## config.mk

```make
export PLATFORM = sky130hd
export DESIGN_NAME = ptmt_ram
export DESIGN_NICKNAME = d
export VERILOG_FILES = /design/src/rtl/ptmt_ram.sv
export SDC_FILE = /design/constraint.sdc
export NUM_CORES = 2
export LEC_CHECK = 0
export ABC_AREA = 1
export BUFFER_PORTS_ARGS = -buffer_cell sky130_fd_sc_hd__buf_2
export CORE_MARGIN = 10
export CORE_UTILIZATION = 48
export CTS_CLUSTER_DIAMETER = 200
export DETAILED_ROUTE_END_ITERATION = 16
export PLACE_DENSITY = 0.6
export SETUP_SLACK_MARGIN = 0.02
export SLEW_MARGIN = 10
export SYNTH_ARGS = -nofsm -noshare
export SYNTH_HDL_FRONTEND = slang
export SYNTH_SLANG_ARGS = --single-unit
```

## constraint.sdc

```tcl
create_clock -name clock -period 2.2 [get_ports clock]
set_input_delay 0.44 -clock clock [delete_from_list [all_inputs] [get_ports clock]]
set_output_delay 0.44 -clock clock [all_outputs]
set_load 0.05 [all_outputs]
```

## src/rtl/ptmt_ram.sv

```systemverilog
// Generic single-write, single-read RAM with registered read data.
module ptmt_ram #(
   parameter int WIDTH = 8,
   parameter int DEPTH = 256
) (
   input  logic                     clock,
   input  logic                     wr_en,
   input  logic [$clog2(DEPTH)-1:0] wr_addr,
   input  logic [WIDTH-1:0]         wr_data,
   input  logic [$clog2(DEPTH)-1:0] rd_addr,
   output logic [WIDTH-1:0]         rd_data
);

   logic [WIDTH-1:0] mem [DEPTH];
   logic [WIDTH-1:0] rd_data_ff;

   always_ff @(posedge clock) begin
      if (wr_en) begin
         mem[wr_addr] <= wr_data;
      end
      rd_data_ff <= mem[rd_addr];
   end

   assign rd_data = rd_data_ff;

endmodule

```

**Word level (Yosys, flattened, before mapping)**

Memory sizes are Yosys's and may differ from the RTL's. A register that Yosys moved wholly into a read port is not among the register bits.
Index checks and enable logic that the tools add are counted.

- Flip-flop bits (word level): 0
- Memories kept: 1
- Memory bits (writable): 2048
- Output and inout bits: 8

Memory list:

| memory | words | width | rd ports | clocked after memory_dff | write ports | RTL line | RTL |
|---|---|---|---|---|---|---|---|
| mem | 256 | 8 | 1 | 1 | 1 | 14 | `logic [WIDTH-1:0] mem [DEPTH];` |

- Multiplexer cells: 2

Operator list:

| kind | count |
|---|---|
| 1-bit 2-to-1 mux | 2 |

**Longest topological paths before layout**

- Depth after elaboration: 2
- Gate-level depth with buffers: 15

**Worst setup path before layout**

No wires, ideal clock.

- Path type: input to register
- Start: in wr_en
- End: mem mem[162][0] (enable)
- Path slack: 0.269 ns
- Stages: 4
- Required time: 1.830 ns
- Data arrival time: 1.561 ns
- Library setup time: 0.370 ns
- Cell sequence: clkbuf_1 -> nand3_1 -> clkbuf_1 -> nor2_1

- Word-level cells in the longest chain between the ends: 2

Ends and longest elaborated chain:

| what | RTL line | RTL |
|---|---|---|
| start, declared | 7 | `input logic wr_en,` |
| 1-bit 2-to-1 mux | 18 | `if (wr_en) begin` |
| 1-bit 2-to-1 mux (not written as such) | 19 | `mem[wr_addr] <= wr_data;` |
| end, declared | 14 |  |

No other way between the ends.

**Final worst setup path**

- Start: reg rd_data_ff[4], in the netlist rd_data[4], read port of mem
- End: out rd_data[4]

RTL lines:

| what | RTL line | RTL |
|---|---|---|
| start, declared | 15 | `logic [WIDTH-1:0] rd_data_ff;` |
| end, declared | 11 | `output logic [WIDTH-1:0] rd_data` |

No word-level cell between the ends.

==> flow_summary_export.csv <==
group,metric,value,unit
sta,maxSlewHeadroom,50.3,%
worst_setup_path,path_delay_family,"flip-flops",
worst_setup_path,critical_path_arrival,1.66,ns
worst_setup_path,cp.buffers_inverters,1,
power_and_ir_drop,power_frac_comb,7.0,%
detailed_routing,drt-pass1-iter-count,6,
global_routing,gr-usage-met1,34.4,%
global_routing,grt.met2_usage,38.9,%
cts,cts-buffers-inserted,208,
cts,cts_tree,"yes",
sta,finalSetupViolations,0,
final_layout,multi_input_area,19200,um2
detailed_routing,vias,56600,
cts,clockRootBuffer,"clkbuf_16",
power_and_ir_drop,power.density,852,nW/um2
cts,cts_num_sinks,2056,
cts,insertion_delay,0.86,ns
power_and_ir_drop,p_leak,35.5,nW
worst_setup_path,crit_path_start_kind,"register",
worst_setup_path,cp_cell_sequence,"buf_2",
synthesis,synth_cells,7003,
global_routing,grt_overflow,0,
die,dieArea,191000,um2
power_and_ir_drop,p_sw,19.2,mW
global_routing,use_met3,3.82,%
detailed_routing,wirelength,240000,um
global_routing,antenna_found_initial,9,
final_layout,drive_gt1_share,13.9,%
worst_setup_path,cp.depth,1,
sta,rsz0062_at_grt,"false",
power_and_ir_drop,clockPowerShare,41.5,%
worst_setup_path,crit_fanout,1,
sta,final.setup.tns,0,ns
sta,fin_crit_sh,95.6,%
die,fp-row-count,152,
placed_design,dp_hpwl,152000,um
die,io_pins,34,
detailed_routing,drt_first_iter_violations,6282,
global_routing,grt_busiest_layer,"met2",
global_routing,grtUsageTotal,24.6,%
worst_setup_path,slowest_delay,0.47,ns
placed_design,port_buffers,33,
power_and_ir_drop,seq_power_share,51.5,%
synthesis,avgSynthCellArea,11.9,um2
detailed_routing,drc_errors,0,
detailed_routing,route.detailed.wl_per_inst,24.0,um
power_and_ir_drop,p_sw_share,22.8,%
die,floorplan.initialDensity,48.5,%
cts,post-cts-setup-buffers,0,
die,coreArea,172000,um2
final_layout,mostFrequentLayoutCells,"nand2_1 (2,116), edfxtp_1 (2,048), nand3_1 (2,019)",
sta,skew,0.0369,ns
global_routing,grt_pass1_wl,355000,um
sta,post-route-min-period,2.10,ns
sta,setup_ws,0.0959,ns
final_layout,fillerInstances,14000,
detailed_routing,postRouteAntennaNets,0,
worst_setup_path,critical_path_required,1.76,ns
power_and_ir_drop,p_int,64.8,mW
worst_hold_path,holdPathStages,1,
cts,clockBufferDepth,3,
sta,worst_pin_slew,0.746,ns
power_and_ir_drop,ir_worst_vdd,941,uV
die,die_height,437,um
synthesis,ys_types,14,
placed_design,place_ws,-0.607,ns
worst_setup_path,cp-end-kind,"primary output",
global_routing,grt_max_degree,73,
synthesis,syn_area,83400,um2
outcome,outcome,"complete, no violations",
power_and_ir_drop,finalPower,84.0,mW
worst_setup_path,worstRegToRegCells,10,
final_layout,seqCellArea,61700,um2
final_layout,final_nets,7533,
sta,max_freq,475,MHz
job,drv_cap,0,
placed_design,dp.cells,9604,
worst_hold_path,hp-class,"in2reg",
final_layout,area_growth,18.2,%
detailed_routing,vias_per_cell,5.67,
placed_design,postPlaceCellArea,91800,um2
worst_setup_path,worstSetupPathType,"reg2out",
placed_design,globalplace.congestion,0.900,
synthesis,yosys_warnings,0,
cts,h-tree-depth,4,
sta,hold_viol,0,
sta,slew_viol_final,0,
cts,clk_pin_slew,0.06,ns
synthesis,synth-seq-cells,2056,
synthesis,ys_seq_area_share,73.9,%
synthesis,syn_nets,7029,
die,fp.dieW,437,um
final_layout,final_common_cell,"nand2_1",
global_routing,grt_pass1_vias,54500,
final_layout,postLayoutCellArea,98500,um2
worst_setup_path,critPathSlowestCell,"dfxtp_1",
final_layout,final_cells,9997,
==> metal layers <==
layer,vias to the layer above,routed length (um)
li1,25900,-
met1,27800,98900
met3,459,19300
met5,-,0
met2,2436,112000
met4,0,9730
==> logic make-up after synthesis <==
| group | share of synthesized area (%) |
|---|---|
| buffers and inverters | 3.12 |
| and+or+nand+nor | 22.9 |
| DFF | 73.9 |
==> final timing paths <==
kind                            startpoint          end  slack [ns]
worst min register to register  mem[86][1]   rd_data[1]        0.98
worst max-delay path            rd_data[4]   rd_data[4]         0.1
worst min-delay path            wr_data[1]  mem[105][1]        0.01
worst max register to register   mem[7][5]   rd_data[5]        0.30
==> cell type report <==
| cell class | instances | area share, % |
|---|---|---|
| Timing Repair Buffer | 777 | 8.08 |
| Inverter | 39 | 0.183 |
| Sequential cell | 2056 | 62.6 |
| Tap cell | 2310 | 2.93 |
| Clock buffer | 255 | 5.46 |
| Multi-Input combinational cell | 4425 | 19.4 |
| Clock inverter | 131 | 1.33 |
| Antenna cell | 4 | 0.0102 |
==> synthesized netlist by cell type <==
cell / n / area, um2
buf_2: 268 / 1340
buf_1: 40 / 150
buf_4: 46 / 345
inv_1: 36 / 135
nand3_1: 2019 / 10100
buf_6: 16 / 180
inv_4: 1 / 6.26
inv_2: 2 / 7.51
nand2_1: 2123 / 7970
edfxtp_1: 2048 / 61500
buf_8: 1 / 15.0
clkbuf_1: 112 / 420
dfxtp_1: 8 / 160
nor2_1: 283 / 1060
==> registers in the layout, summed over array words and instances (netlist names) <==
name,count
rd_data,8
mem,2048
==> through the flow <==
step / hold WS, ns / utilization [%]
floorplan: 0.539 / -
global placement: 0.813 / 53.3
detailed placement: 0.816 / 53.3
CTS: 0.00810 / 57.3
global route: 0.00317 / 57.3
finish: 0.0117 / 57.3
==> power groups by stage <==
stage          Clock (mW)  Combinational [mW]  Sequential (mW)
2_1_floorplan           0                2.66             44.1
3_3_place_gp            0                5.80             44.1
3_5_place_dp            0                5.85             44.1
4_1_cts              35.2                5.88             43.2
5_1_grt              36.9                6.32             43.2
6_report             34.8                5.90             43.2
==> repair_timing <==
| action | 4_1_cts | 5_1_grt |
|---|---|---|
| hold buffers | 3 | 0 |
| setup endpoints to repair | 1 | 0 |
| resized for setup | 1 | 0 |
| hold endpoints to repair | 29 | 0 |
Power figures use the tool's default switching activity.
